===== src/rtl/lgcm_pkg.sv =====
// lgcm_pkg: shared types, constants and the x linearization for the light-gun mapper
// no dependencies; used by lgcm_cal, lgcm_map and the top module
package lgcm_pkg;

    // default calibration sample count
    localparam int SAMPLE_COUNT_DEF = 10;

    // field widths
    localparam int GUN_W      = 9;
    localparam int CENTER_W   = 9;
    localparam int OFF_W      = 9;
    localparam int CROSS_X_W  = 11;
    localparam int CROSS_Y_W  = 10;
    localparam int MODE_W     = 2;
    localparam int OP_W       = 2;
    localparam int S_TDATA_W  = 24;
    localparam int M_TDATA_W  = 48;

    // register reset values
    localparam logic [CENTER_W-1:0] CENTER_X_RST = 9'd160;
    localparam logic [CENTER_W-1:0] CENTER_Y_RST = 9'd112;

    // linearization bands and the sprite origin shift
    localparam int LIN_LO_START = 20;
    localparam int LIN_LO_END   = 183;
    localparam int LIN_HI_START = 229;
    localparam int LIN_HI_END   = 255;
    localparam int LIN_HI_BASE  = 326;
    localparam int LIN_MAX      = 376;
    localparam int CROSS_SHIFT  = 8;

    // saturation limits
    localparam int OFF_MIN     = -256;
    localparam int OFF_MAX     = 255;
    localparam int CROSS_Y_MIN = -512;
    localparam int CROSS_Y_MAX = 511;

    // event codes carried in s_tuser
    typedef enum logic [OP_W-1:0] {
        OP_POSITION = 2'd0,
        OP_START    = 2'd1,
        OP_MODE     = 2'd2,
        OP_TRIGGER  = 2'd3
    } op_t;

    // drawing modes
    typedef enum logic [MODE_W-1:0] {
        MODE_RAW     = 2'd0,
        MODE_LIN     = 2'd1,
        MODE_LIN_OFS = 2'd2
    } mode_t;

    // configuration register indexes
    typedef enum logic {
        REG_CENTER_X = 1'b0,
        REG_CENTER_Y = 1'b1
    } cfg_reg_t;

    // calibration/mode view handed from the state block to the mapper
    typedef struct packed {
        mode_t                     mode;
        logic                      cal;
        logic signed [OFF_W-1:0]   off_x;
        logic signed [OFF_W-1:0]   off_y;
    } view_t;

    // piecewise x linearization, 0..376
    function automatic logic [GUN_W-1:0] lin_x(input logic signed [GUN_W-1:0] x);
        logic signed [GUN_W-1:0] d_lo;
        logic signed [GUN_W-1:0] d_hi;
        logic [GUN_W-1:0]        res;
        d_lo = x - GUN_W'(LIN_LO_START);
        d_hi = x - GUN_W'(LIN_HI_START);
        if (x >= $signed(GUN_W'(LIN_LO_START)) && x < $signed(GUN_W'(LIN_LO_END))) begin
            res = {d_lo[GUN_W-2:0], 1'b0};
        end else if (x >= $signed(GUN_W'(LIN_HI_START))
                     && x < $signed(GUN_W'(LIN_HI_END))) begin
            res = GUN_W'(LIN_HI_BASE) + {d_hi[GUN_W-2:0], 1'b0};
        end else begin
            res = '0;
        end
        return res;
    endfunction

endpackage


===== src/rtl/lgcm_div.sv =====
// lgcm_div: signed truncating divide of a calibration sum by the constant sample count
// depends on nothing but its parameters; reciprocal multiply, exact over the sum range
module lgcm_div #(
    parameter int N     = 10,
    parameter int SUM_W = 13
) (
    input  logic signed [SUM_W-1:0] sum,
    output logic signed [SUM_W-1:0] quot
);

    localparam int     SH       = SUM_W + $clog2(N);
    localparam int     M_W      = SH + 1;
    localparam int     P_W      = SUM_W + M_W;
    localparam longint RECIP_L  = ((longint'(1) << SH) + longint'(N) - 1) / longint'(N);
    localparam logic [M_W-1:0] RECIP = M_W'(RECIP_L);

    logic [SUM_W-1:0] mag;
    logic [P_W-1:0]   prod;
    logic [SUM_W-1:0] q_mag;

    // magnitude, scaled reciprocal, restore sign (truncates toward zero)
    always_comb begin
        mag   = sum[SUM_W-1] ? SUM_W'(-sum) : SUM_W'(sum);
        prod  = P_W'(mag) * P_W'(RECIP);
        q_mag = prod[SH +: SUM_W];
        quot  = sum[SUM_W-1] ? $signed(SUM_W'(-q_mag)) : $signed(q_mag);
    end

endmodule


===== src/rtl/lgcm_cal.sv =====
// lgcm_cal: mode register, calibration sample sums and offset computation
// depends on lgcm_pkg and lgcm_div
module lgcm_cal #(
    parameter int SAMPLE_COUNT = lgcm_pkg::SAMPLE_COUNT_DEF
) (
    input  logic                                   aclk,
    input  logic                                   aresetn,
    input  logic                                   step,
    input  lgcm_pkg::op_t                          op,
    input  logic signed [lgcm_pkg::GUN_W-1:0]      gun_x,
    input  logic signed [lgcm_pkg::GUN_W-1:0]      gun_y,
    input  logic [lgcm_pkg::CENTER_W-1:0]          center_x,
    input  logic [lgcm_pkg::CENTER_W-1:0]          center_y,
    output lgcm_pkg::view_t                        view
);

    localparam int SUM_W = $clog2(lgcm_pkg::LIN_MAX * SAMPLE_COUNT + 1) + 1;
    localparam int CNT_W = $clog2(SAMPLE_COUNT + 1);
    localparam int D_W   = SUM_W + 2;
    localparam int GW    = lgcm_pkg::GUN_W;
    localparam int OW    = lgcm_pkg::OFF_W;

    lgcm_pkg::mode_t          mode_reg, mode_next;
    logic                     cal_reg, cal_next;
    logic [CNT_W-1:0]         cnt_reg, cnt_next;
    logic signed [SUM_W-1:0]  sum_x_reg, sum_x_next;
    logic signed [SUM_W-1:0]  sum_y_reg, sum_y_next;
    logic signed [OW-1:0]     off_x_reg, off_x_next;
    logic signed [OW-1:0]     off_y_reg, off_y_next;

    logic [GW-1:0]            lx;
    logic signed [SUM_W-1:0]  sum_x_add, sum_y_add;
    logic signed [SUM_W-1:0]  avg_x, avg_y;
    logic [CNT_W-1:0]         cnt_inc;
    logic                     last;
    logic signed [D_W-1:0]    diff_x, diff_y;
    logic signed [OW-1:0]     sat_x, sat_y;

    // running sums including the current sample
    always_comb begin
        lx        = lgcm_pkg::lin_x(gun_x);
        sum_x_add = sum_x_reg + $signed(SUM_W'(lx));
        sum_y_add = sum_y_reg + SUM_W'(gun_y);
        cnt_inc   = cnt_reg + CNT_W'(1);
        last      = (cnt_inc == CNT_W'(SAMPLE_COUNT));
    end

    lgcm_div #(.N(SAMPLE_COUNT), .SUM_W(SUM_W)) u_div_x (.sum(sum_x_add), .quot(avg_x));
    lgcm_div #(.N(SAMPLE_COUNT), .SUM_W(SUM_W)) u_div_y (.sum(sum_y_add), .quot(avg_y));

    // offset = centre minus average, saturated
    always_comb begin
        diff_x = D_W'($signed({1'b0, center_x})) - D_W'(avg_x);
        diff_y = D_W'($signed({1'b0, center_y})) - D_W'(avg_y);
        if (diff_x < D_W'(lgcm_pkg::OFF_MIN)) begin
            sat_x = OW'(lgcm_pkg::OFF_MIN);
        end else if (diff_x > D_W'(lgcm_pkg::OFF_MAX)) begin
            sat_x = OW'(lgcm_pkg::OFF_MAX);
        end else begin
            sat_x = diff_x[OW-1:0];
        end
        if (diff_y < D_W'(lgcm_pkg::OFF_MIN)) begin
            sat_y = OW'(lgcm_pkg::OFF_MIN);
        end else if (diff_y > D_W'(lgcm_pkg::OFF_MAX)) begin
            sat_y = OW'(lgcm_pkg::OFF_MAX);
        end else begin
            sat_y = diff_y[OW-1:0];
        end
    end

    // event decode and next state
    always_comb begin
        mode_next  = mode_reg;
        cal_next   = cal_reg;
        cnt_next   = cnt_reg;
        sum_x_next = sum_x_reg;
        sum_y_next = sum_y_reg;
        off_x_next = off_x_reg;
        off_y_next = off_y_reg;
        unique case (op)
            lgcm_pkg::OP_START: begin
                cnt_next   = '0;
                sum_x_next = '0;
                sum_y_next = '0;
                cal_next   = 1'b1;
            end
            lgcm_pkg::OP_MODE: begin
                unique case (mode_reg)
                    lgcm_pkg::MODE_RAW: mode_next = lgcm_pkg::MODE_LIN;
                    lgcm_pkg::MODE_LIN: mode_next = lgcm_pkg::MODE_LIN_OFS;
                    default:            mode_next = lgcm_pkg::MODE_RAW;
                endcase
            end
            lgcm_pkg::OP_TRIGGER: begin
                if (cal_reg) begin
                    if (last) begin
                        off_x_next = sat_x;
                        off_y_next = sat_y;
                        cnt_next   = '0;
                        sum_x_next = '0;
                        sum_y_next = '0;
                        cal_next   = 1'b0;
                    end else begin
                        cnt_next   = cnt_inc;
                        sum_x_next = sum_x_add;
                        sum_y_next = sum_y_add;
                    end
                end
            end
            default: begin
            end
        endcase
    end

    // state after this request, seen by the mapper
    always_comb begin
        view.mode  = mode_next;
        view.cal   = cal_next;
        view.off_x = off_x_next;
        view.off_y = off_y_next;
    end

    // state registers
    always_ff @(posedge aclk) begin
        if (!aresetn) begin
            mode_reg  <= lgcm_pkg::MODE_RAW;
            cal_reg   <= 1'b0;
            cnt_reg   <= '0;
            sum_x_reg <= '0;
            sum_y_reg <= '0;
            off_x_reg <= '0;
            off_y_reg <= '0;
        end else if (step) begin
            mode_reg  <= mode_next;
            cal_reg   <= cal_next;
            cnt_reg   <= cnt_next;
            sum_x_reg <= sum_x_next;
            sum_y_reg <= sum_y_next;
            off_x_reg <= off_x_next;
            off_y_reg <= off_y_next;
        end
    end

    // samples are only counted while calibrating
    a_cnt_needs_cal: assert property (@(posedge aclk) disable iff (!aresetn)
        cnt_reg != '0 |-> cal_reg)
        else $error("sample count nonzero outside calibration");

    // start clears the count and enters calibration
    a_start: assert property (@(posedge aclk) disable iff (!aresetn)
        step && op == lgcm_pkg::OP_START |=> cal_reg && cnt_reg == '0 && sum_x_reg == '0)
        else $error("start did not restart calibration");

    // the final sample leaves calibration with cleared sums
    a_finish: assert property (@(posedge aclk) disable iff (!aresetn)
        step && op == lgcm_pkg::OP_TRIGGER && cal_reg && last
        |=> !cal_reg && sum_x_reg == '0 && sum_y_reg == '0)
        else $error("calibration did not end after the last sample");

endmodule


===== src/rtl/lgcm_map.sv =====
// lgcm_map: crosshair position for the current reading under the drawing mode
// depends on lgcm_pkg
module lgcm_map (
    input  logic signed [lgcm_pkg::GUN_W-1:0]      gun_x,
    input  logic signed [lgcm_pkg::GUN_W-1:0]      gun_y,
    input  lgcm_pkg::view_t                        view,
    output logic signed [lgcm_pkg::CROSS_X_W-1:0]  cross_x,
    output logic signed [lgcm_pkg::CROSS_Y_W-1:0]  cross_y
);

    localparam int XW = lgcm_pkg::CROSS_X_W;
    localparam int YW = lgcm_pkg::CROSS_Y_W;
    localparam int WW = YW + 1;

    logic signed [XW-1:0] gx_w, lx_w, shift_x;
    logic signed [WW-1:0] gy_w, shift_y, cy_ofs;

    // operands widened to output range
    always_comb begin
        gx_w    = XW'(gun_x);
        lx_w    = $signed(XW'(lgcm_pkg::lin_x(gun_x)));
        shift_x = XW'(lgcm_pkg::CROSS_SHIFT);
        gy_w    = WW'(gun_y);
        shift_y = WW'(lgcm_pkg::CROSS_SHIFT);
        cy_ofs  = gy_w + WW'(view.off_y) - shift_y;
    end

    // mode select, y saturates when offsets apply
    always_comb begin
        case (view.mode)
            lgcm_pkg::MODE_RAW: begin
                cross_x = gx_w - shift_x;
                cross_y = YW'(gy_w - shift_y);
            end
            lgcm_pkg::MODE_LIN: begin
                cross_x = lx_w - shift_x;
                cross_y = YW'(gy_w - shift_y);
            end
            default: begin
                cross_x = lx_w + XW'(view.off_x) - shift_x;
                if (cy_ofs < WW'(lgcm_pkg::CROSS_Y_MIN)) begin
                    cross_y = YW'(lgcm_pkg::CROSS_Y_MIN);
                end else if (cy_ofs > WW'(lgcm_pkg::CROSS_Y_MAX)) begin
                    cross_y = YW'(lgcm_pkg::CROSS_Y_MAX);
                end else begin
                    cross_y = cy_ofs[YW-1:0];
                end
            end
        endcase
    end

endmodule


===== src/rtl/light_gun_calibrated_mapper_top.sv =====
// light_gun_calibrated_mapper_top: a request passes through the input register, then the
// result register, before m_tvalid rises; throughput one request per cycle while m_tready
// does not hold the result register, set by the single compute pass between the two registers.
// aresetn is synchronous, active low: clears mode, calibration, sums, offsets
// and both pipeline valids, and returns center_x/center_y to 160/112.
// depends on lgcm_pkg, lgcm_cal, lgcm_map
module light_gun_calibrated_mapper_top #(
    parameter int SAMPLE_COUNT = lgcm_pkg::SAMPLE_COUNT_DEF
) (
    input  logic                                   aclk,
    input  logic                                   aresetn,
    // request channel
    input  logic                                   s_tvalid,
    output logic                                   s_tready,
    input  logic [lgcm_pkg::S_TDATA_W-1:0]         s_tdata,   // gun_x[8:0], gun_y[17:9]
    input  logic [lgcm_pkg::OP_W-1:0]              s_tuser,   // operation[1:0]
    // result channel
    output logic                                   m_tvalid,
    input  logic                                   m_tready,
    // cross_x[10:0], cross_y[20:11], draw_mode[22:21], calibrating[23],
    // offset_x[32:24], offset_y[41:33]
    output logic [lgcm_pkg::M_TDATA_W-1:0]         m_tdata,
    // configuration writes
    input  logic                                   cfg_wr_en,
    input  logic                                   cfg_index,
    input  logic [lgcm_pkg::CENTER_W-1:0]          cfg_wdata
);

    localparam int GW   = lgcm_pkg::GUN_W;
    localparam int PAD  = lgcm_pkg::M_TDATA_W - lgcm_pkg::CROSS_X_W - lgcm_pkg::CROSS_Y_W
                          - lgcm_pkg::MODE_W - 1 - 2 * lgcm_pkg::OFF_W;

    logic [lgcm_pkg::CENTER_W-1:0]          center_x_reg, center_y_reg;
    logic                                   in_valid_reg;
    lgcm_pkg::op_t                          in_op_reg;
    logic signed [GW-1:0]                   in_gx_reg, in_gy_reg;
    logic                                   out_valid_reg;
    logic [lgcm_pkg::M_TDATA_W-1:0]         out_data_reg, out_data_next;

    logic                                   out_load;
    logic                                   step;
    lgcm_pkg::view_t                        view;
    logic signed [lgcm_pkg::CROSS_X_W-1:0]  cross_x;
    logic signed [lgcm_pkg::CROSS_Y_W-1:0]  cross_y;

    // configuration registers
    always_ff @(posedge aclk) begin
        if (!aresetn) begin
            center_x_reg <= lgcm_pkg::CENTER_X_RST;
            center_y_reg <= lgcm_pkg::CENTER_Y_RST;
        end else if (cfg_wr_en) begin
            unique case (lgcm_pkg::cfg_reg_t'(cfg_index))
                lgcm_pkg::REG_CENTER_X: center_x_reg <= cfg_wdata;
                lgcm_pkg::REG_CENTER_Y: center_y_reg <= cfg_wdata;
                default: begin
                end
            endcase
        end
    end

    // pipeline flow control
    always_comb begin
        out_load = !out_valid_reg || m_tready;
        step     = in_valid_reg && out_load;
        s_tready = !in_valid_reg || step;
    end

    // input register
    always_ff @(posedge aclk) begin
        if (!aresetn) begin
            in_valid_reg <= 1'b0;
        end else if (s_tready) begin
            in_valid_reg <= s_tvalid;
        end
    end

    always_ff @(posedge aclk) begin
        if (s_tvalid && s_tready) begin
            in_op_reg <= lgcm_pkg::op_t'(s_tuser);
            in_gx_reg <= $signed(s_tdata[GW-1:0]);
            in_gy_reg <= $signed(s_tdata[2*GW-1:GW]);
        end
    end

    // calibration and mode state
    lgcm_cal #(.SAMPLE_COUNT(SAMPLE_COUNT)) u_cal (
        .aclk     (aclk),
        .aresetn  (aresetn),
        .step     (step),
        .op       (in_op_reg),
        .gun_x    (in_gx_reg),
        .gun_y    (in_gy_reg),
        .center_x (center_x_reg),
        .center_y (center_y_reg),
        .view     (view)
    );

    // crosshair mapping
    lgcm_map u_map (
        .gun_x   (in_gx_reg),
        .gun_y   (in_gy_reg),
        .view    (view),
        .cross_x (cross_x),
        .cross_y (cross_y)
    );

    // result packing
    always_comb begin
        out_data_next = {{PAD{1'b0}}, view.off_y, view.off_x, view.cal, view.mode,
                         cross_y, cross_x};
    end

    // result register
    always_ff @(posedge aclk) begin
        if (!aresetn) begin
            out_valid_reg <= 1'b0;
        end else if (out_load) begin
            out_valid_reg <= in_valid_reg;
        end
    end

    always_ff @(posedge aclk) begin
        if (step) begin
            out_data_reg <= out_data_next;
        end
    end

    assign m_tvalid = out_valid_reg;
    assign m_tdata  = out_data_reg;

endmodule

===== config.mk =====
export PLATFORM = sky130hd
export DESIGN_NAME = light_gun_calibrated_mapper_top
export DESIGN_NICKNAME = d
export VERILOG_FILES = /design/src/rtl/lgcm_pkg.sv /design/src/rtl/lgcm_div.sv /design/src/rtl/lgcm_cal.sv /design/src/rtl/lgcm_map.sv /design/src/rtl/light_gun_calibrated_mapper_top.sv
export SDC_FILE = /design/constraint.sdc
export NUM_CORES = 1
export LEC_CHECK = 0
export ABC_CLOCK_PERIOD_IN_PS = 26600
export BUFFER_PORTS_ARGS = -buffer_cell sky130_fd_sc_hd__clkbuf_2
export CAP_MARGIN = 15
export CORE_ASPECT_RATIO = 1.25
export CORE_MARGIN = 10
export CORE_UTILIZATION = 60
export DETAILED_ROUTE_END_ITERATION = 8
export GPL_TIMING_DRIVEN = 0
export PLACE_DENSITY_LB_ADDON = 0.12
export SLEW_MARGIN = 30
export SYNTH_ARGS = -nofsm -noshare
export SYNTH_HDL_FRONTEND = slang
export SYNTH_SLANG_ARGS = --single-unit

===== constraint.sdc =====
create_clock -name aclk -period 26.6 [get_ports aclk]
set_clock_uncertainty 0.2 [all_clocks]
set_input_delay 5.32 -clock aclk [delete_from_list [all_inputs] [get_ports aclk]]
set_output_delay 5.32 -clock aclk [all_outputs]
set_load 0.05 [all_outputs]

== Word level (Yosys, flattened, before mapping) ==
Index checks and enable logic that the tools add are counted.
Word-level totals
  bits in registers: 133
  bits of input ports: 41
  output and inout bits: 50
  word-level logic and storage cells: 103
Operators by class
  add/subtract/negate cells: 19
  multipliers: 2
  $lt $le $gt $ge: 10
  eq/ne operators: 7
  mux-type cells: 34
  bitwise operators: 1
  reductions and logical operators: 15
Operator list (number)
  $mux 9: 12
  $mux 13: 8
  $pmux 13 s2: 2
  $mul 13x12->25 const B: 2
  $gt 15x9->1 const B: 2
  $lt 15x9->1 const B: 2
  $mux 10: 3
  $sub 10x13->14: 2
  $neg 10->13: 2
  $neg 13->13: 2
  $pmux 11 s2: 1
  $sub 11x5->11 const B: 2
  $sub 9x5->10 const B: 2
  $lt 9x9->1 const B: 2
  $sub 8x6->8 const B: 2
  $add 13x10->13: 1
  $add 13x9->13: 1
  $add 10x9->11: 1
  $gt 11x10->1 const B: 1
  $lt 11x10->1 const B: 1
  $add 9x9->10: 1
  $sub 9x4->10 const B: 1
  $add 9x9->9 const A: 1
  $ge 9x6->1 const B: 1
  other kinds (21): 33

== Depth between registers and ports, before layout ==
Gate-level depths: netlist of the first run.
  depth in word-level cells: 20
  depth in mapped cells: 64
  mapped depth without buffers: 62

== Cells and area by module ==
From an unflattened synthesis of the first run, not the netlist that was laid out.
Unflattened totals
  cells, all modules: 1910
  area, all modules: 16916.2 um^2
By module, submodules not included
  lgcm_cal: instances 1, cells each 614, area an instance 4792.1 um^2, sequential area each 1001.0 um^2
  lgcm_div at u_cal.u_div_x: instances 1, cells each 403, area an instance 3513.4 um^2, sequential area each 0.0 um^2
  lgcm_div at u_cal.u_div_y: instances 1, cells each 394, area an instance 3457.1 um^2, sequential area each 0.0 um^2
  light_gun_calibrated_mapper_top: instances 1, cells each 155, area an instance 2703.8 um^2, sequential area each 2262.2 um^2
  lgcm_map: instances 1, cells each 344, area an instance 2449.8 um^2, sequential area each 0.0 um^2

== Worst setup path after synthesis of the first run ==
No wires, ideal clock.
  path kind: flip-flop to flip-flop
  from: register in_gx_reg[0]
  to: register out_data_reg, in the netlist m_tdata[9] (data pin)
  library setup time: 270 ps
  arrival time: 12821 ps
  data required time: 26130 ps
  slack: 13309 ps
  stages on the path, launching flop included: 61
  buffers on the path: 2
  period minus slack after synthesis: 13291 ps
  path through: edfxtp_1 > clkbuf_1 > inv_1 > ha_1 > nor2b_1 > or3_1 > a211oi_1 > o21ai_0 > nor2_1 > a21oi_1 > o311ai_0 > o21a_1 > ha_1 > and2_1 > o21ai_0 > a21boi_0 > xor2_1 > clkbuf_1 > [25 not listed] > o21ai_0 > or2_2 > a32oi_2 > a21oi_2 > a221oi_1 > ha_1 > inv_1 > ha_1 > a21o_1 > a21oi_1 > o21bai_1 > a21oi_1 > nor2b_1 > nor2_1 > nor2_1 > nor2_1 > xnor2_1 > a21oi_1
Between the ends
  longest elaborated chain between the ends: 20
  elaborated cells between the ends (all ways): 30
  those cells by class: 11 x add/sub; 1 x mul; 6 x order compare; 10 x mux; 2 x reduce/logical
Ends and longest elaborated chain
  from (decl): line light_gun_calibrated_mapper_top.sv:36  | logic signed [GW-1:0] in_gx_reg, in_gy_reg;
  from (signal assigned): line light_gun_calibrated_mapper_top.sv:80  | in_gx_reg <= $signed(s_tdata[GW-1:0]);
  $sub 8x6->8 (tied with other cells): line lgcm_pkg.sv:73  | d_hi = x - GUN_W'(LIN_HI_START);
  $add 9x9->9 or $logic_and 1x1->1 (tied branches): line lgcm_pkg.sv:78, lgcm_pkg.sv:77
  $mux 9: line lgcm_pkg.sv:76  | end else if (x >= $signed(GUN_W'(LIN_HI_START))
  $mux 9: line lgcm_pkg.sv:74  | if (x >= $signed(GUN_W'(LIN_LO_START)) && x < $signed(GUN_W'(LIN_LO_END))) begin
  $add 13x10->13: line lgcm_cal.sv:42  | sum_x_add = sum_x_reg + $signed(SUM_W'(lx));
  $neg 13->13: line lgcm_div.sv:23  | mag = sum[SUM_W-1] ? SUM_W'(-sum) : SUM_W'(sum);
  $mux 13: line lgcm_div.sv:23
  $mul 13x12->25: line lgcm_div.sv:24  | prod = P_W'(mag) * P_W'(RECIP);
  [5 not listed]
  $mux 9: line lgcm_cal.sv:55  | if (diff_x < D_W'(lgcm_pkg::OFF_MIN)) begin
  $mux 9: line lgcm_cal.sv:96  | if (last) begin
  $mux 9: line lgcm_cal.sv:95  | if (cal_reg) begin
  $mux 9: line lgcm_cal.sv:80  | unique case (op)
  $add 10x9->11: line lgcm_map.sv:40  | cross_x = lx_w + XW'(view.off_x) - shift_x;
  $sub 11x5->11: line lgcm_map.sv:40
  $pmux 11 s2 (*): line lgcm_map.sv:30  | case (view.mode)
  net cross_x (one bit): line light_gun_calibrated_mapper_top.sv:43  | logic signed [lgcm_pkg::CROSS_X_W-1:0] cross_x;
  to (signal assigned): line light_gun_calibrated_mapper_top.sv:124  | out_data_reg <= out_data_next;
  to (decl): line light_gun_calibrated_mapper_top.sv:38  | logic [lgcm_pkg::M_TDATA_W-1:0] out_data_reg, out_data_next;
Mark *: on every way through the listed nets, which the timed path passes. The rest lies on a longest branch.
A chain may end at the register's enable or synchronous reset.

== Final worst setup path of the first run ==
Ends and elaborated chain as after synthesis.

==> results_dict.tcl, run 1 <==
set metrics [dict create \
    start_util_pct 60.9 \
    r2r_slack_ns 10.76 \
    fmax_ghz 0.0631 \
    dp_hpwl_mm 30.1 \
    cts_sinks 132 \
    mostFrequentLayoutCells "ha_1 (257), inv_1 (214), nand2_1 (141)" \
    die_w_um 163 \
    dpl-instance-area_um2 16200 \
    antenna_found_initial 1 \
    grt_first_pass_wirelength_mm 59.4 \
    largest_register_ffs 42 \
    finalNetCount 2193 \
    synth_edf_count 62 \
    synthArstFlopShare_pct 0 \
    yosysUniqueCellTypes 83 \
    clkTransAtPathRegs_ns 0.07 \
    required_ns 26.55 \
    die_area_um2 32400 \
    wirelength_mm 36.3 \
    drt_iter0_drc 573 \
    worst-endpoint-arrival_ns 15.79 \
    insertion_delay_ns 0.43 \
    maxCapViolations 0 \
    yosysTopAreaCell "ha_1" \
    holdCritStartpoint "u_cal.off_y_reg[0]" \
    status "finished, final reports clean" \
    ant_nets 0 \
    row_count 65 \
    worstMarginPinSlew_ns 0.731 \
    postSynthCellCount 1695 \
    gp_congestion 0.891 \
    cp-start-kind "flop" \
    grt_pass1_vias 12400 \
    setup_viol 0 \
    cts_buffer_depth 2 \
    yosys_register_bits 132 \
    slowest_delay_ns 0.62 \
    drv_slew 0 \
    layout_min_cycle_time_ns 15.84 \
    ctsResizeCount 0 \
    worstReg2RegEnd "m_tdata[9]" \
    portBuffers 78 \
    vias 12300 \
    fin_area_um2 16900 \
    avgRoutedWirePerCell_um 16.9 \
    relSlewSlack_pct 51.1 \
    post-route-period-util_pct 59.5 \
    synth_flop_cell "dfxtp_1" \
    hold_viol 0 \
    synth_area_um2 15400 \
    postCtsHoldBufs 0 \
    hold_end "u_cal.off_y_reg[0]" \
    worstReg2RegStart "in_gx_reg[0]" \
    holdPathStages 2 \
    htree_levels 4 \
    critical_path.endpoint_type "flop" \
    criticalPathCategory "reg -> reg" \
    synth_top_cell_area_share_pct 20.9 \
    drc_errors 0 \
    holdWs_ns 0.253 \
    hold_class "reg -> reg" \
    reg2regPathDepth 60 \
    final_layout_size_suffix_gt1_share_pct 8.53 \
    cts_buffers 17 \
    die_y_um 199 \
    final_common_cell "ha_1" \
    rsz0062_at_grt "false" \
    tritoncts "yes" \
    synth_area_leaders "ha_1 (21%), edfxtp_1 (12%), fa_1 (12%)" \
    ioPinCount 91 \
    setup-tns-final_ns 0 \
    cp_common_cell "ha_1" \
    grt_max_degree 50 \
    core_um2 25200 \
    drt-pass1-iter-count 5 \
    area_growth_pct 9.98 \
    cts-root-buf "clkbuf_16" \
    crit_fanout 10 \
    avgSynthCellArea_um2 9.06 \
    grt_util_all_layers_pct 22.5 \
    vias_per_cell 5.70 \
    cts_setup_buffers 0 \
    yosysSeqAreaShare_pct 21.3 \
    grt_overflow 0 \
    fillers 2104 \
    slowest_stage "a211oi_1" \
    yosysWarnings 0 \
]
-- worst max-delay path, delay by kind of cell, from the launching register on --
family	cells	cell delay, ns
AOI/OAI and AO/OA	25	6.45
adders and majority gates	12	4.44
and+or+nand+nor	10	1.56
buffers and inverters	9	1.26
xor gates and xnor gates	4	1.21
DFF	1	0.39
-- layout make-up --
| cell class | instances | area, um2 | share of cell area, % |
|---|---|---|---|
| diodes | 1 | 2.50 | 0.0148 |
| plain buffers | 47 | 218 | 1.29 |
| clock buffers | 17 | 425 | 2.52 |
| flip-flops and latches | 132 | 3260 | 19.3 |
| clock inverters | 15 | 215 | 1.27 |
| well taps | 335 | 419 | 2.48 |
| repair buffers | 79 | 418 | 2.47 |
| multi-input cells | 1313 | 11100 | 65.9 |
| inverters | 214 | 803 | 4.76 |
-- per-layer routing --
layer	track usage (%)	part of all wire, %	up-vias
li1	-	-	6109
met1	23.7	39	5915
met2	42.9	54	174
met3	2.44	2.0	66
met4	11.2	4.5	0
met5	0	0	-
-- per-stage QoR --
stage	worst slack, ns	utilization (%)	std cells
after global placement	11.15	64.3	2119
after global routing	9.42	67.0	2152
after floorplan	13.31	-	1706
final	10.76	67.0	2153
after CTS	10.78	67.0	2152
after detailed placement	10.88	64.4	2120
-- synthesized netlist by cell type (all sizes together), types with 17 or more instances --
master,number
a21boi,19
a21o,32
a21oi,79
a22oi,26
and2,33
clkbuf,34
dfxtp,70
edfxtp,62
fa,91
ha,257
inv,214
nand2,141
nand3,27
nor2,77
nor2b,46
nor3,26
o211ai,17
o21a,19
o21ai,88
xnor2,73
xor2,57
-- worst max path at each step --
stage | from | to | slack (ns) | depth (start not counted)
CTS | in_gx_reg[0] | m_tdata[9] | 10.78 | 60
detailed placement | in_gx_reg[0] | m_tdata[9] | 10.88 | 60
floorplan | in_gx_reg[0] | m_tdata[9] | 13.31 | 60
finish | in_gx_reg[0] | m_tdata[9] | 10.76 | 60
global placement | in_gx_reg[0] | m_tdata[9] | 11.15 | 60
global route | in_gx_reg[0] | m_tdata[9] | 9.42 | 60
-- logic make-up after synthesis --
logic type	count (synthesis)	synth area share, %
compound gates	389	17.5
xor+xnor	130	7.47
fa+ha+maj	348	32.8
buf+inv	261	6.63
flops	132	21.3
mux	13	0.864
other cells	2	0.0489
simple gates	420	13.5
Power of run 1 is left out: the tool's default activity adds up to more than one toggle a clock period on the data nets, which glitch-free logic cannot reach.
==> inputs of run 2 (changes only) <==
- ABC_CLOCK_PERIOD_IN_PS: 26600 -> 16400
- clock period: 26.6 -> 16.4 ns (I/O delays scaled with it)
==> run 2 against run 1 <==
Compared with the run above: worst hold slack is essentially flat; cell area grew 0.22%; critical endpoint unchanged; final cell count is the same.
==> results_dict.tcl, run 2 (synthesis gave the netlist of run 1 again) <==
set metrics [dict create \
    status "finished, final reports clean" \
    critical_path.endpoint_type "flop" \
    core_um2 25200 \
    relSlewSlack_pct 51.1 \
    area_growth_pct 10.2 \
    tritoncts "yes" \
    largest_register_ffs 42 \
    vias_per_cell 5.70 \
    crit_fanout 10 \
    worstReg2RegStart "in_gx_reg[0]" \
    ctsResizeCount 0 \
    cts_buffer_depth 2 \
    drt-pass1-iter-count 7 \
    worst-endpoint-arrival_ns 15.03 \
    post-route-period-util_pct 92.0 \
    start_util_pct 60.9 \
    dpl-instance-area_um2 16200 \
    portBuffers 78 \
    postCtsHoldBufs 0 \
    cts_buffers 17 \
    worstReg2RegEnd "m_tdata[9]" \
    clkTransAtPathRegs_ns 0.07 \
    finalNetCount 2193 \
    antenna_found_initial 1 \
    row_count 65 \
    final_layout_size_suffix_gt1_share_pct 8.97 \
    grt_pass1_vias 12400 \
    avgRoutedWirePerCell_um 16.9 \
    cp-endpoint "m_tdata[9]" \
    multiInputGateArea_um2 11200 \
    fillers 2096 \
    die_w_um 163 \
    cp_common_cell "ha_1" \
    cp-start-kind "flop" \
    wirelength_mm 36.3 \
    die_area_um2 32400 \
    hold_viol 0 \
    rsz0062_at_grt "false" \
    grt_overflow 0 \
    critPathLaunch "in_gx_reg[0]" \
    worstMarginPinSlew_ns 0.731 \
    slowest_delay_ns 0.54 \
    dp_hpwl_mm 30.1 \
    r2r_slack_ns 1.32 \
    htree_levels 4 \
    hold_class "reg -> reg" \
    final_common_cell "ha_1" \
    dp_cells 2120 \
    die_y_um 199 \
    layout_min_cycle_time_ns 15.08 \
    grt_util_all_layers_pct 22.5 \
    drc_errors 0 \
    fmax_ghz 0.0663 \
    setup-tns-final_ns 0 \
    gp_congestion 0.891 \
    setup_viol 0 \
    fin_area_um2 16900 \
    drt_iter0_drc 536 \
    insertion_delay_ns 0.43 \
    regArea_um2 3260 \
    drv_slew 0 \
    reg2regPathDepth 59 \
    vias 12300 \
    criticalPathCategory "reg -> reg" \
    ant_nets 0 \
    ioPinCount 91 \
    grt_first_pass_wirelength_mm 59.4 \
    mostFrequentLayoutCells "ha_1 (257), inv_1 (214), nand2_1 (141)" \
    cts-root-buf "clkbuf_16" \
    required_ns 16.35 \
    maxCapViolations 0 \
    finalNonFillerCells 2153 \
    cts_setup_buffers 0 \
    slowest_stage "fa_1" \
    cts_sinks 132 \
    grt_max_degree 50 \
]
-- run 2: how the worst min path moves through the flow --
stage | startpoint | end | slack (ns) | cells after the start
after detailed placement | u_cal.off_y_reg[3] | u_cal.off_y_reg[3] | 0.24 | 2
after floorplan | u_cal.off_y_reg[2] | u_cal.off_y_reg[2] | 0.22 | 2
final | u_cal.off_y_reg[0] | u_cal.off_y_reg[0] | 0.25 | 2
after global routing | u_cal.off_y_reg[5] | u_cal.off_y_reg[5] | 0.28 | 2
after global placement | u_cal.off_y_reg[3] | u_cal.off_y_reg[3] | 0.23 | 2
after CTS | u_cal.off_y_reg[5] | u_cal.off_y_reg[5] | 0.25 | 2
-- run 2: stage by stage --
stage | util (%) | hold slack, ns | setup slack (ns)
after CTS | 67.0 | 0.251 | 0.583
after floorplan | - | 0.225 | 3.11
after detailed placement | 64.4 | 0.242 | 0.676
final | 67.1 | 0.253 | 1.32
after global placement | 64.3 | 0.235 | 0.949
after global routing | 67.1 | 0.277 | 0.137
-- run 2: metal layers --
metal | global-route usage, % | wire length (um) | vias to the layer above | share of wire [%]
met5 | 0 | 0 | - | 0
met4 | 11.2 | 1620 | 0 | 4.5
met3 | 2.44 | 751 | 66 | 2.1
met2 | 42.9 | 19800 | 190 | 54
met1 | 23.7 | 14200 | 5905 | 39
li1 | - | - | 6115 | -
-- run 2: final cells by class --
type / count / area share [%]
clock buffers: 17 / 2.51
plain buffers: 47 / 1.30
repair buffers: 79 / 2.47
clock inverters: 15 / 1.27
flip-flops and latches: 132 / 19.3
multi-input cells: 1313 / 65.9
well taps: 335 / 2.48
diodes: 1 / 0.0148
inverters: 214 / 4.75
-- run 2: worst max-delay path, delay by kind of cell (launching register included) --
| family | cells | cell delay (ns) |
|---|---|---|
| AOI/OAI and AO/OA | 24 | 6.02 |
| adders and majority gates | 12 | 4.56 |
| and+or+nand+nor | 10 | 1.57 |
| DFF | 1 | 0.39 |
| buffers and inverters | 9 | 1.11 |
| xor gates and xnor gates | 4 | 0.94 |
Power of run 2 is left out for the same reason.
==> inputs of run 3 (changes only) <==
- CORE_MARGIN: 10 -> 4
- CORE_UTILIZATION: 60 -> 53
==> run 3 against run 2 <==
Compared with the run above: first-iteration DRC count rose by 6.0%; register-to-register slack about the same; critical path depth rose by 1; maximum frequency barely moved; global-route usage increased by 0.47 points; sequential cell count did not move; setup slack improved by 0.0081 ns; sequential share of layout area hardly changed; count of clock-buffer cells in the layout unchanged; die area fell by 2.0%; final cell count rose by 0.93%; wire length decreased by 0.83%.
==> results_dict.tcl, run 3 (synthesis gave the netlist of run 1 again) <==
set metrics [dict create \
    status "finished, final reports clean" \
    reg2regPathDepth 60 \
    cp-start-kind "flop" \
    p_leak_nw 8.21 \
    final_layout_size_suffix_gt1_share_pct 8.97 \
    ctsResizeCount 0 \
    cellPowerDensity_nw_per_um2 216 \
    drt_iter0_drc 568 \
    ioPinCount 91 \
    avgRoutedWirePerCell_um 16.6 \
    postCtsHoldBufs 0 \
    cp_common_cell "ha_1" \
    die_y_um 198 \
    cts-root-buf "clkbuf_16" \
    hold_class "reg -> reg" \
    worstMarginPinSlew_ns 0.810 \
    fmax_ghz 0.0663 \
    slowest_delay_ns 0.55 \
    worst-endpoint-arrival_ns 15.03 \
    vias 12200 \
    worst_ir_drop_vdd_uv 282 \
    relSlewSlack_pct 45.9 \
    grt_overflow 0 \
    cts_buffers 17 \
    finalNetCount 2194 \
    area_growth_pct 10.1 \
    dp_hpwl_mm 30.1 \
    required_ns 16.35 \
    criticalPathCategory "reg -> reg" \
    gp_congestion 0.844 \
    rsz0062_at_grt "false" \
    holdPathStages 2 \
    start_util_pct 53.9 \
    p_comb_share_pct 79.5 \
    final_common_cell "ha_1" \
    hold_end "u_cal.off_y_reg[1]" \
    holdCritStartpoint "u_cal.off_y_reg[1]" \
    p_sw_share_pct 51.5 \
    tritoncts "yes" \
    cts_sinks 132 \
    cts_buffer_depth 2 \
    holdWs_ns 0.249 \
    switching_power_mw 1.88 \
    ant_nets 0 \
    setup_viol 0 \
    die_w_um 160 \
    r2r_slack_ns 1.33 \
    worstReg2RegEnd "m_tdata[9]" \
    maxCapViolations 0 \
    drt-pass1-iter-count 5 \
    grt_util_all_layers_pct 23.0 \
    htree_levels 4 \
    worstReg2RegStart "in_gx_reg[0]" \
    antenna_found_initial 1 \
    grt_pass1_vias 12400 \
    clockPowerShare_pct 10.5 \
    clkTransAtPathRegs_ns 0.07 \
    core_um2 28500 \
    critical_path.endpoint_type "flop" \
    antennaDiodeCount 0 \
    die_area_um2 31800 \
    grt_max_degree 50 \
    row_count 69 \
    vias_per_cell 5.61 \
    layout_min_cycle_time_ns 15.07 \
    mostFrequentLayoutCells "ha_1 (257), inv_1 (214), nand2_1 (141)" \
    hold_viol 0 \
    intPower_mw 1.77 \
    slowest_stage "fa_1" \
    wirelength_mm 36.0 \
    p_seq_share_pct 10.1 \
    crit_fanout 10 \
    drv_slew 0 \
    utilization_pct 59.3 \
    setup-tns-final_ns 0 \
    drc_errors 0 \
    insertion_delay_ns 0.43 \
    cts_setup_buffers 0 \
    post-route-period-util_pct 91.9 \
    portBuffers 78 \
    largest_register_ffs 42 \
    grt_first_pass_wirelength_mm 59.5 \
]
run 3: area by class of cell:
type                            instances  area (um2)
Timing Repair Buffer                   80         433
Inverter                              214         803
Clock inverter                         15         166
Multi-Input combinational cell       1313       11100
Clock buffer                           17         425
Tap cell                              355         444
Fill cell                            2557       11600
Sequential cell                       132        3260
Buffer                                 47         220
run 3: worst max-delay path: cells and delay by family, from the launching register on:
| family | cells | cell delay, ns |
|---|---|---|
| DFF | 1 | 0.39 |
| AOI/OAI and AO/OA | 25 | 6.07 |
| and+or+nand+nor | 10 | 1.55 |
| xor gates and xnor gates | 4 | 0.96 |
| buffers and inverters | 9 | 1.12 |
| adders and majority gates | 12 | 4.47 |
run 3: metal layers:
layer	vias up	track usage [%]	routed length [um]
met3	67	2.39	864
li1	6113	-	-
met5	-	0	11
met1	5816	25.0	14200
met2	186	44.7	19600
met4	2	10.1	1410
run 3: through the flow:
step / instance area, um2 / total power, mW / setup slack (ns) / std cells
floorplan: 15400 / 2.59 / 3.11 / 1706
global placement: 16200 / 3.23 / 0.771 / 2139
detailed placement: 16300 / 3.28 / 0.494 / 2141
CTS: 16900 / 3.69 / 0.405 / 2173
global route: 16900 / 4.06 / 0.0458 / 2173
finish: 16900 / 3.65 / 1.33 / 2173
run 3: power groups by stage:
stage               logic, mW  registers [mW]  clock network [mW]
CTS                      2.93           0.369               0.389
finish                   2.90           0.368               0.381
floorplan                2.20           0.394                   0
global placement         2.86           0.376                   0
global route             3.29           0.370               0.401
detailed placement       2.90           0.376                   0
run 3: worst max-delay path by stage:
stage                  to  cells past startpoint          from  slack, ns
5_1_grt        m_tdata[9]                     60  in_gx_reg[0]       0.05
6_report       m_tdata[9]                     60  in_gx_reg[0]       1.33
3_5_place_dp   m_tdata[9]                     60  in_gx_reg[0]       0.49
3_3_place_gp   m_tdata[9]                     60  in_gx_reg[0]       0.77
2_1_floorplan  m_tdata[9]                     60  in_gx_reg[0]       3.11
4_1_cts        m_tdata[9]                     60  in_gx_reg[0]       0.40
No activity file was read; power rests on OpenSTA's default activity.
